<file path="config.mk">
export PLATFORM = sky130hd
export DESIGN_NAME = clfc_cfg_regs
export DESIGN_NICKNAME = d
export VERILOG_FILES = /design/src/hw/rtl/clfc_pkg.sv /design/src/hw/rtl/clfc_cfg_regs.sv
export SDC_FILE = /design/constraint.sdc
export NUM_CORES = 1
export LEC_CHECK = 0
export BUFFER_PORTS_ARGS = -buffer_cell sky130_fd_sc_hd__buf_2
export CAP_MARGIN = 20
export CORE_AREA = 5 5 64 72
export CTS_CLUSTER_DIAMETER = 60
export DETAILED_ROUTE_END_ITERATION = 8
export DIE_AREA = 0 0 69 77
export GPL_ROUTABILITY_DRIVEN = 0
export HOLD_SLACK_MARGIN = 0.15
export PLACE_DENSITY = 0.62
export SYNTH_ARGS = -nofsm -noshare
export SYNTH_HDL_FRONTEND = slang
export SYNTH_SLANG_ARGS = --single-unit
</file>
<file path="constraint.sdc">
create_clock -name clk_i -period 1.5 [get_ports clk_i]
set_input_delay 0.375 -clock clk_i [delete_from_list [all_inputs] [get_ports clk_i]]
set_output_delay 0.375 -clock clk_i [all_outputs]
set_load 0.1 [all_outputs]
</file>
<file path="src/hw/rtl/clfc_pkg.sv">
// Shared types, constants and the CRC-16 byte update for the frame checker.
// No dependencies.

package clfc_pkg;

  localparam int unsigned ByteW     = 8;
  localparam int unsigned LenW      = 16;
  localparam int unsigned CrcW      = 16;
  localparam int unsigned PaddrW    = 3;
  localparam int unsigned PdataW    = 32;

  localparam logic [CrcW-1:0] CrcPoly      = 16'h1021;
  localparam logic [CrcW-1:0] CrcInit      = 16'h0000;
  localparam logic [LenW-1:0] MinFrameLen  = 16'd4;
  localparam logic [LenW-1:0] CrcBytes     = 16'd2;
  localparam logic [LenW-1:0] MaxLenReset  = 16'd100;

  // register index, taken from paddr[2]
  localparam logic RegMaxFrameLen = 1'b0;

  typedef enum logic [1:0] {
    PH_LEN_HI,
    PH_LEN_LO,
    PH_BODY,
    PH_CRC
  } phase_e;

  typedef enum logic [1:0] {
    STATUS_OK,
    STATUS_MISMATCH,
    STATUS_SHORT,
    STATUS_LONG
  } status_e;

  function automatic logic [CrcW-1:0] crc16_byte(logic [CrcW-1:0] crc, logic [ByteW-1:0] b);
    logic [CrcW-1:0] c;
    c = crc ^ {b, 8'h00};
    for (int i = 0; i < ByteW; i++) begin
      if (c[CrcW-1]) begin
        c = {c[CrcW-2:0], 1'b0} ^ CrcPoly;
      end else begin
        c = {c[CrcW-2:0], 1'b0};
      end
    end
    return c;
  endfunction

endpackage

</file>
<file path="src/hw/rtl/clfc_cfg_regs.sv">
// APB-style configuration register block: holds the maximum frame length.
// Depends on clfc_pkg.

module clfc_cfg_regs import clfc_pkg::*; (
  input  logic              clk_i,
  input  logic              rst_ni,
  input  logic              psel,
  input  logic              penable,
  input  logic              pwrite,
  input  logic [PaddrW-1:0] paddr,
  input  logic [PdataW-1:0] pwdata,
  output logic [PdataW-1:0] prdata,
  output logic              pready,
  output logic [LenW-1:0]   max_len_o
);

  logic [LenW-1:0] max_len_q;
  logic            wr_en;

  assign pready = 1'b1;
  assign wr_en  = psel && penable && pwrite && pready && (paddr[2] == RegMaxFrameLen);

  always_ff @(posedge clk_i or negedge rst_ni) begin
    if (!rst_ni) begin
      max_len_q <= MaxLenReset;
    end else if (wr_en) begin
      max_len_q <= pwdata[LenW-1:0];
    end
  end

  always_comb begin
    prdata = '0;
    if (paddr[2] == RegMaxFrameLen) begin
      prdata = {{(PdataW-LenW){1'b0}}, max_len_q};
    end
  end

  assign max_len_o = max_len_q;

endmodule

</file>
# Word level (Yosys, flattened, before mapping)

Index checks and enable logic that the tools add are counted.

Output and inout bits: 49
Flip-flop bits (word level): 16
Logic and storage cells: 6
Input bits: 40

Bitwise logic cells: 1
Reductions and logical operators: 3
Multiplexer cells: 1

Operator list:

| operator          | number |
|---|---|
| $mux 16           | 1 |
| $logic_and 1x1->1 | 3 |
| $not 1->1         | 1 |

# Depth between registers and ports, before layout

Gate-level depths: netlist (run 1).

Depth after elaboration: 3
Gate-level depth with buffers: 3
Gate-level depth less buffers: 2

# Worst setup path after synthesis (run 1)

No wires, ideal clock.

Path type: register to output
Start point: register max_len_q[4], in the netlist max_len_o[4]
End point: output port prdata[4]
Data required time: 1,125 ps
Path slack: -1,237 ps
Data arrival time: 2,362 ps
Cell stages (with the launch flop): 2
Path through: dfrtp_1 > nor2b_1

Cells in the longest elaborated chain, start to end: 1

Ends and longest elaborated chain:

| item                   | line                | source |
|---|---|---|
| start, declared        | clfc_cfg_regs.sv:17 | `logic [LenW-1:0] max_len_q;` |
| start signal, assigned | clfc_cfg_regs.sv:25 | `max_len_q <= MaxLenReset;` |
| start signal, assigned | clfc_cfg_regs.sv:27 | `max_len_q <= pwdata[LenW-1:0];` |
| $mux 16                | clfc_cfg_regs.sv:33 | `if (paddr[2] == RegMaxFrameLen) begin` |
| end, declared          | clfc_cfg_regs.sv:12 | `output logic [PdataW-1:0] prdata,` |

No other way between the ends.

# Worst setup path in the final report (run 1)

Start point: register max_len_q[6], in the netlist max_len_o[6]
End point: output port prdata[6]

Same word-level chain as after synthesis.

==> results of run 1 <==
## per-layer routing
metal	up-vias	GRT usage [%]	wire [um]
li1	311	-	-
met1	324	10.3	845
met2	41	18.3	1410
met3	2	2.35	204
met4	0	4.69	41
met5	-	0	0
## through the flow
step	setup WS (ns)	cells
global placement	0.0866	174
CTS	-0.119	181
global route	-0.137	182
detailed placement	0.0555	174
floorplan	-0.239	85
finish	-0.108	182
## cell type report
type | count | share of cell area (%)
Clock buffer | 4 | 2.46
Multi-Input combinational cell | 50 | 27.4
Sequential cell | 16 | 24.5
Tap cell | 52 | 3.55
Timing Repair Buffer | 60 | 42.0
## power by group through the flow
| stage | clock network [W] | logic (W) | registers (W) |
|---|---|---|---|
| after floorplan | 0 | 0.000907 | 0.00138 |
| after CTS | 0.000340 | 0.00230 | 0.000697 |
| after global routing | 0.000362 | 0.00235 | 0.000710 |
| after detailed placement | 0 | 0.00227 | 0.000714 |
| final | 0.000334 | 0.00229 | 0.000692 |
| after global placement | 0 | 0.00224 | 0.000700 |
## final timing paths
| kind | startpoint | endpoint | slack, ns | depth (start not counted) |
|---|---|---|---|---|
| setup reg to reg | max_len_o[5] | max_len_o[5] | 0.48 | 3 |
| setup / recovery | max_len_o[6] | prdata[6] | -0.11 | 2 |
| max in group asynchronous | rst_ni | max_len_o[5] | 0.62 | 2 |
| min in group asynchronous | rst_ni | max_len_o[7] | 0.58 | 2 |
| hold reg to reg | max_len_o[13] | max_len_o[13] | 0.53 | 1 |
| hold / removal | pwdata[8] | max_len_o[8] | 0.36 | 2 |
## Yosys cell counts
library cell	number	share of area, %
clkbuf_1	1	0.42
and2b_1	6	5.0
buf_6	1	1.2
buf_4	17	14
nand4b_4	1	2.6
mux2_2	6	7.5
conb_1	2	0.83
nor2b_1	10	6.9
dfrtp_1	13	36
dfstp_2	3	8.7
mux2_4	10	17
## kinds of logic after synthesis
family,count (synthesis),synth area share [%]
and+or+nand+nor,17,14.5
other,2,0.831
buffers and inverters,19,15.8
muxes,16,24.1
DFF,16,44.7
## timing repair
action                                 in CTS  in global routing
hold buffers                                1                  0
setup buffers                               2                  1
setup endpoints to repair                   3                  5
endpoints found under the hold margin      13                  0
gates resized for setup                     2                  0
==> metrics.txt, run 1 <==
Hold WS 0.359 ns; worst-case vdd ir drop 702 uV; I/O pin cnt slightly below 90; Critical Path Max Stage Delay roughly 0.64 ns; period utilisation layout 107%; setup repair after global routing missed its margin true; number of hold violations in the final report 0; total number of vias between 600 and 700; failing checks setup timing; pin count of the biggest net entering global routing 17; largest driver fanout on the critical path 3; Netlist cell types 11; Die Width approximately 69 um; result of the run finished with violations; power per cell area approximately 1800 nW/um^2; sort of element at the end of the critical path output port; clock tree from TritonCTS done; Overflow after GRT 0; initial core utilization around a quarter; Sequential cell area 449 um^2; count of synthesis-stage warnings from yosys 0; HP Class in2reg; post-synthesis sequential area ratio between 40 and 50%; CTS clock-pin slew for the worst setup and hold paths ~0.070 ns; count of buffers inserted at the top-level ports 53; total core area just under 4000 um^2; flip-flop count of the largest register, all copies and words added 16; Die Outline Area roughly 5300 um^2; Placement Rows 24; worst path cell trace nor2b_4 > buf_12; Starting DRT DRC Count 2; y dimension of the die slightly below 80 um; number of diodes added for antenna fixing 0; required arrival time at the worst endpoint approximately 1.1 ns; final core utilization between 40% and 50%; power dissipated by switching net loads around 0.0018 W; leading cell type in the layout, fill and taps excluded buf_12; setup_tns -0.248 ns; Bufs and invs on worst path 1; share of power burned in registers 20.8%; Top delay family on crit path flip-flops; number of global-route vias before repair between 700 and 800; clock latency on the worst-skew pair 0.24 ns; Setup Skew 0 ns; level count of the clock H-tree 1; instance area after placement between 1500 and 2000 um^2; cell with the biggest individual delay on the critical path dfstp_4; detailed-route wire length per cell roughly 14 um; all-layer global routing usage around a tenth; drt pass-1 iters 2; post-synthesis sequential element count 16; setup violation total in the final timing report 5; cell area after layout 1830 um^2; area of the multi-input gates ~500 um^2; number of filler cells placed in the layout about 360; synthesis-to-finish area growth 103%; clock share of power between 10% and 20%; startpoint types flop; internal power consumption around 0.0015 W; portion of total power attributed to combinational logic between 60% and 70%; upper clock frequency limit between 0.6 and 0.7 GHz; Clock Path Buffers 2; post-synthesis area per instance 12.9 um^2; number of CTS-inserted buffers 3; antenna violations before repair 0; total design power ~0.0033 W; number of nets in the layout around 170; synthesized cell area 903 um^2; type of the worst setup path reg2out; Routed Wire Length roughly 2.5 mm; leak pwr approximately 0.88 nW; minimum period implied by the final worst setup slack 1.61 ns; Clock Sink Count 16; Via-to-Cell Ratio around 3.7; synthesized instance count 70; Sw Share between 50% and 60%; final-report max-slew violation count 0; detailed-placement wirelength estimate ~2.1 mm; cell chosen for the clock root clkbuf_8; setup slack after layout -0.108 ns; fraction of final layout cells sized beyond drive strength 1 a little under nine tenths; Max Cap Violations 0; DRC violations left 0; wire length of the first global-routing pass roughly 4.2 mm; remaining antenna violation count 0; commonest non-fill, non-tap cells in the layout 30 x buf_12, 26 x buf_2, 17 x conb_1; CP Data Arrival Time ~1.2 ns
Power figures use the tool's default switching activity.
==> run 2: changes to the inputs <==
--- a/config.mk
+++ b/config.mk
@@ -14,6 +14,7 @@
 export GPL_ROUTABILITY_DRIVEN = 0
 export HOLD_SLACK_MARGIN = 0.15
 export PLACE_DENSITY = 0.62
+export REMOVE_ABC_BUFFERS = 1
 export SYNTH_ARGS = -nofsm -noshare
 export SYNTH_HDL_FRONTEND = slang
 export SYNTH_SLANG_ARGS = --single-unit
==> run 2 against run 1 <==
The flow now finishes without violations; via count down 3.7%; clock power up 16%; flip-flop and latch count unchanged; sequential share of layout area up 1.2 points; critical path depth unchanged; clock skew unchanged; critical endpoint is now prdata[2]; largest cell class unchanged; largest power group unchanged; highest routed layer unchanged.
==> metrics.txt, run 2 (synthesis gave the netlist of run 1 again) <==
period utilisation layout ~100%; power per cell area 1940 nW/um^2; Sequential cell area approximately 400 um^2; number of nets in the layout 169; number of CTS-inserted buffers 3; cell with the biggest individual delay on the critical path dfstp_2; final core utilization 40.9%; cell chosen for the clock root clkbuf_8; setup violation total in the final timing report 0; required arrival time at the worst endpoint around 1.1 ns; HP Class in2reg; Max Cap Violations 0; sort of element at the end of the critical path output port; Critical Path Max Stage Delay 0.53 ns; type of the worst setup path reg2out; Placement Rows 24; portion of total power attributed to combinational logic 67.7%; Routed Wire Length about 2.3 mm; clock latency on the worst-skew pair approximately 0.25 ns; y dimension of the die slightly below 80 um; Setup Skew 0 ns; total core area between 3000 and 4000 um^2; leak pwr slightly above 0.8 nW; flip-flop count of the largest register, all copies and words added 16; minimum period implied by the final worst setup slack approximately 1.5 ns; total design power roughly 0.0030 W; Layout Cells excl Fill 180; level count of the clock H-tree 1; fraction of final layout cells sized beyond drive strength 1 68.8%; setup repair after global routing missed its margin true; result of the run complete, no violations; total number of vias ~650; number of hold violations in the final report 0; final-report max-slew violation count 0; detailed-route wire length per cell 12.7 um; startpoint types flop; internal power consumption 0.00132 W; Clock Path Buffers 2; drt pass-1 iters 2; CP Data Arrival Time between 1 and 1.5 ns; Clock Sink Count 16; power dissipated by switching net loads 0.00173 W; number of global-route vias before repair 729; antenna violations before repair 0; upper clock frequency limit between 0.6 and 0.7 GHz; number of diodes added for antenna fixing 0; number of placed instances with taps included approximately 170; DRC violations left 0; wire length of the first global-routing pass around 3.7 mm; share of power burned in registers 19.6%; clock share of power roughly 13%; clock tree from TritonCTS done; largest driver fanout on the critical path 2; number of filler cells placed in the layout around 380; commonest non-fill, non-tap cells in the layout 33 x buf_2, 20 x buf_12, 17 x conb_1; Overflow after GRT 0; Via-to-Cell Ratio approximately 3.6; remaining antenna violation count 0; worst path cell trace and2b_1 > buf_12; CTS clock-pin slew for the worst setup and hold paths around 0.070 ns; count of buffers inserted at the top-level ports between 50 and 60; area of the multi-input gates ~440 um^2; synthesis-to-finish area growth 73.8%; worst-case vdd ir drop 594 uV; I/O pin cnt between 80 and 90; initial core utilization a little under a quarter; leading cell type in the layout, fill and taps excluded buf_2; Die Outline Area between 5000 and 6000 um^2; Starting DRT DRC Count 5; pin count of the biggest net entering global routing 17; Sw Share between 50% and 60%; Die Width slightly below 70 um; all-layer global routing usage under 10%
run 2: cell count changes in the layout (fill, tap and decap cells not counted), moves of 3 or more:
cell and change:
and2b_4 -6, dfstp_4 -3, dfrtp_2 -6, dfrtp_4 -7
nor2b_2 +5, nor2b_4 -8, dfstp_2 +3, and2b_1 +6
buf_12 -10, buf_2 +7, dfrtp_1 +13, nor2b_1 +3
run 2: repair_timing:
item                                    4_1_cts  5_1_grt
hold buffers                                  1        0
endpoints found under the setup margin        7        8
setup buffers                                 3        0
endpoints found under the hold margin        13        0
gates resized for setup                       4        6
run 2: layer usage:
metal  vias up  GRT usage, %  share of wire, %
met5         -             0                 0
met4         0          1.17              0.26
met3         2          5.62                12
met1       305          8.00                33
met2        39          16.1                54
li1        307             -                 -
run 2: worst paths after layout:
path | endpoint | cells past startpoint | startpoint | slack (ns)
max in group asynchronous | max_len_o[5] | 2 | rst_ni | 0.60
min in group asynchronous | max_len_o[1] | 2 | rst_ni | 0.58
max reg2reg | max_len_o[5] | 2 | max_len_o[5] | 0.67
min | max_len_o[7] | 2 | pwdata[7] | 0.35
max | prdata[2] | 2 | max_len_o[2] | 0.007
min reg2reg | max_len_o[14] | 1 | max_len_o[14] | 0.52
run 2: power groups by stage:
| stage | clock [W] | sequential, W | combinational [W] |
|---|---|---|---|
| 6_report | 0.000386 | 0.000598 | 0.00206 |
| 5_1_grt | 0.000424 | 0.000616 | 0.00211 |
| 4_1_cts | 0.000417 | 0.000601 | 0.00207 |
| 3_5_place_dp | 0 | 0.000624 | 0.00201 |
| 3_3_place_gp | 0 | 0.000618 | 0.00200 |
| 2_1_floorplan | 0 | 0.00132 | 0.000795 |
run 2: layout make-up:
cell class / instances / share of cell area [%]
multi-input cells: 50 / 28.0
clock buffers: 4 / 3.51
flip-flops and latches: 16 / 25.7
repair buffers: 58 / 38.6
well taps: 52 / 4.14
run 2: stage by stage:
step / hold slack, ns / instance area [um^2] / TNS, ns / setup WS (ns)
after CTS: 0.337 / 1560 / -0.109 / -0.0235
after global routing: 0.341 / 1570 / -0.0795 / -0.0327
final: 0.351 / 1570 / 0 / 0.00652
after detailed placement: 0.330 / 1450 / -1.55 / -0.112
after floorplan: 0.0794 / 817 / -15.70 / -1.24
after global placement: 0.319 / 1450 / -0.971 / -0.0797
run 2: worst max-delay path, delay by kind of cell (launching register included):
kind / cells / cell delay, ns
buffers and inverters: 1 / 0.18
flip-flops: 1 / 0.53
AND/OR/NAND/NOR: 1 / 0.16
==> run 3: changes to the inputs <==
--- a/config.mk
+++ b/config.mk
@@ -7,13 +7,15 @@
 export LEC_CHECK = 0
 export BUFFER_PORTS_ARGS = -buffer_cell sky130_fd_sc_hd__buf_2
 export CAP_MARGIN = 20
+export CELL_PAD_IN_SITES_DETAIL_PLACEMENT = 1
+export CELL_PAD_IN_SITES_GLOBAL_PLACEMENT = 1
 export CORE_AREA = 5 5 64 72
 export CTS_CLUSTER_DIAMETER = 60
 export DETAILED_ROUTE_END_ITERATION = 8
 export DIE_AREA = 0 0 69 77
 export GPL_ROUTABILITY_DRIVEN = 0
 export HOLD_SLACK_MARGIN = 0.15
-export PLACE_DENSITY = 0.62
+export PLACE_DENSITY = 0.82
 export REMOVE_ABC_BUFFERS = 1
 export SYNTH_ARGS = -nofsm -noshare
 export SYNTH_HDL_FRONTEND = slang
==> run 3 against run 2 <==
Fmax hardly changed; via count is 0.77% higher; clock skew stayed put; cell count stayed put; die area stayed put; cell area is 0.16% lower; sequential share of layout area hardly changed; flip-flop and latch count stayed put; highest routed layer is now met3.
==> metrics.txt, run 3 (synthesis gave the netlist of run 1 again) <==
cell area after layout between 1500 and 2000 um^2; minimum period implied by the final worst setup slack 1.49 ns; commonest non-fill, non-tap cells in the layout 32 x buf_2, 21 x buf_12, 17 x conb_1; total design power approximately 0.0030 W; type of the worst setup path reg2out; clock latency on the worst-skew pair 0.25 ns; detailed-placement wirelength estimate 1.95 mm; Placement Rows 24; number of cells on the critical path 2; fraction of final layout cells sized beyond drive strength 1 between 60% and 70%; required arrival time at the worst endpoint 1.12 ns; flop-to-flop setup slack approximately 0.66 ns; detailed-route wire length per cell around 13 um; number of global-route vias before repair between 700 and 800; flip-flop count of the largest register, all copies and words added 16; HP Class in2reg; period utilisation layout between 90% and 100%; instance area after placement 1470 um^2; number of hold violations in the final report 0; upper clock frequency limit approximately 0.67 GHz; DRC violations left 0; first element of the critical path max_len_o[2]; setup repair after global routing missed its margin true; number of diodes added for antenna fixing 0; CTS clock-pin slew for the worst setup and hold paths about 0.07 ns; cell with the biggest individual delay on the critical path dfstp_2; count of buffers inserted at the top-level ports between 50 and 60; clock tree from TritonCTS done; wire length of the first global-routing pass approximately 3.8 mm; Overflow after GRT 0; startpoint types flop; global-route met3 utilization 3.79%; result of the run complete, no violations; power per cell area 1930 nW/um^2; Clock Path Buffers 2; Die Outline Area between 5000 and 6000 um^2; y dimension of the die just under 80 um; Reg-to-Reg End max_len_o[5]; I/O pin cnt just under 90; CP Data Arrival Time 1.12 ns; sort of element at the end of the critical path output port; final-report max-slew violation count 0; Clock Sink Count 16; largest driver fanout on the critical path 2; Layout Cells excl Fill 180; leading cell type in the layout, fill and taps excluded buf_2; Max Cap Violations 0; Critical Path Max Stage Delay around 0.53 ns; met1 Track Usage GR around a tenth; remaining antenna violation count 0; hold endpoint max_len_o[3]; worst path cell trace and2b_1 > buf_12; number of placed instances with taps included 172; Top delay family on crit path flip-flops; busiest metal layer after global routing met2; number of nets in the layout 169; total number of vias 658; Via-to-Cell Ratio 3.66; pin count of the biggest net entering global routing 18; number of filler cells placed in the layout 434; Bufs and invs on worst path 1; global-route track usage on met2 approximately 17%; total core area 3840 um^2; length in cells of the worst reg-to-reg path 2; antenna violations before repair 0; drt pass-1 iters 2; Setup Skew 0 ns; r2r startpoint max_len_o[5]; synthesis-to-finish area growth 73.5%; all-layer global routing usage a little under a tenth; cell chosen for the clock root clkbuf_8; worst-case vdd ir drop between 600 and 700 uV; depth of the worst hold-timing path 2; number of CTS-inserted buffers 3; Routed Wire Length 2.42 mm; level count of the clock H-tree 1; setup violation total in the final timing report 0; leak pwr 0.806 nW; hold wc startpoint pwdata[3]; initial core utilization between 20% and 30%; Die Width between 60 and 70 um; final core utilization between 40% and 50%; Starting DRT DRC Count 9
[run 3: cell type report]
| class | instances | area (um^2) | area share (%) |
|---|---|---|---|
| clock buffers | 4 | 45.0 | 2.87 |
| multi-input cells | 50 | 433 | 27.6 |
| flip-flops and latches | 16 | 404 | 25.8 |
| well taps | 52 | 65.1 | 4.15 |
| repair buffers | 58 | 621 | 39.6 |
[run 3: per-layer routing]
layer | part of all wire (%) | vias up | wire length (um)
met2 | 55 | 39 | 1320
met4 | 0 | 0 | 0
met3 | 9.1 | 0 | 219
li1 | - | 309 | -
met5 | 0 | - | 0
met1 | 36 | 310 | 872
[run 3: worst max-delay path by stage]
stage	to	slack, ns
3_5_place_dp	max_len_o[15]	-0.04
2_1_floorplan	prdata[4]	-1.24
5_1_grt	prdata[2]	-0.03
6_report	prdata[2]	0.006
3_3_place_gp	max_len_o[13]	-0.02
4_1_cts	prdata[2]	0.001
[run 3: report_power, final]
group	internal (W)	switching, W	leakage, nW
Clock	0.000188	0.000156	0.0228
Combinational	0.000556	0.00152	0.596
Sequential	0.000540	0.0000639	0.188
Total	0.00128	0.00174	0.806
[run 3: metrics by stage]
stage | hold WS [ns] | setup slack [ns] | TNS [ns]
2_1_floorplan | 0.0794 | -1.24 | -15.70
3_3_place_gp | 0.315 | -0.0214 | -0.110
3_5_place_dp | 0.326 | -0.0383 | -0.195
4_1_cts | 0.337 | 0.00124 | 0
5_1_grt | 0.338 | -0.0347 | -0.0797
6_report | 0.346 | 0.00627 | 0
[run 3: repair_timing]
action | in CTS | in global routing
pin swaps | 0 | 0
setup endpoints to repair | 4 | 4
setup buffers | 3 | 0
resized for setup | 6 | 1
hold endpoints to repair | 13 | 0
hold buffers | 1 | 0
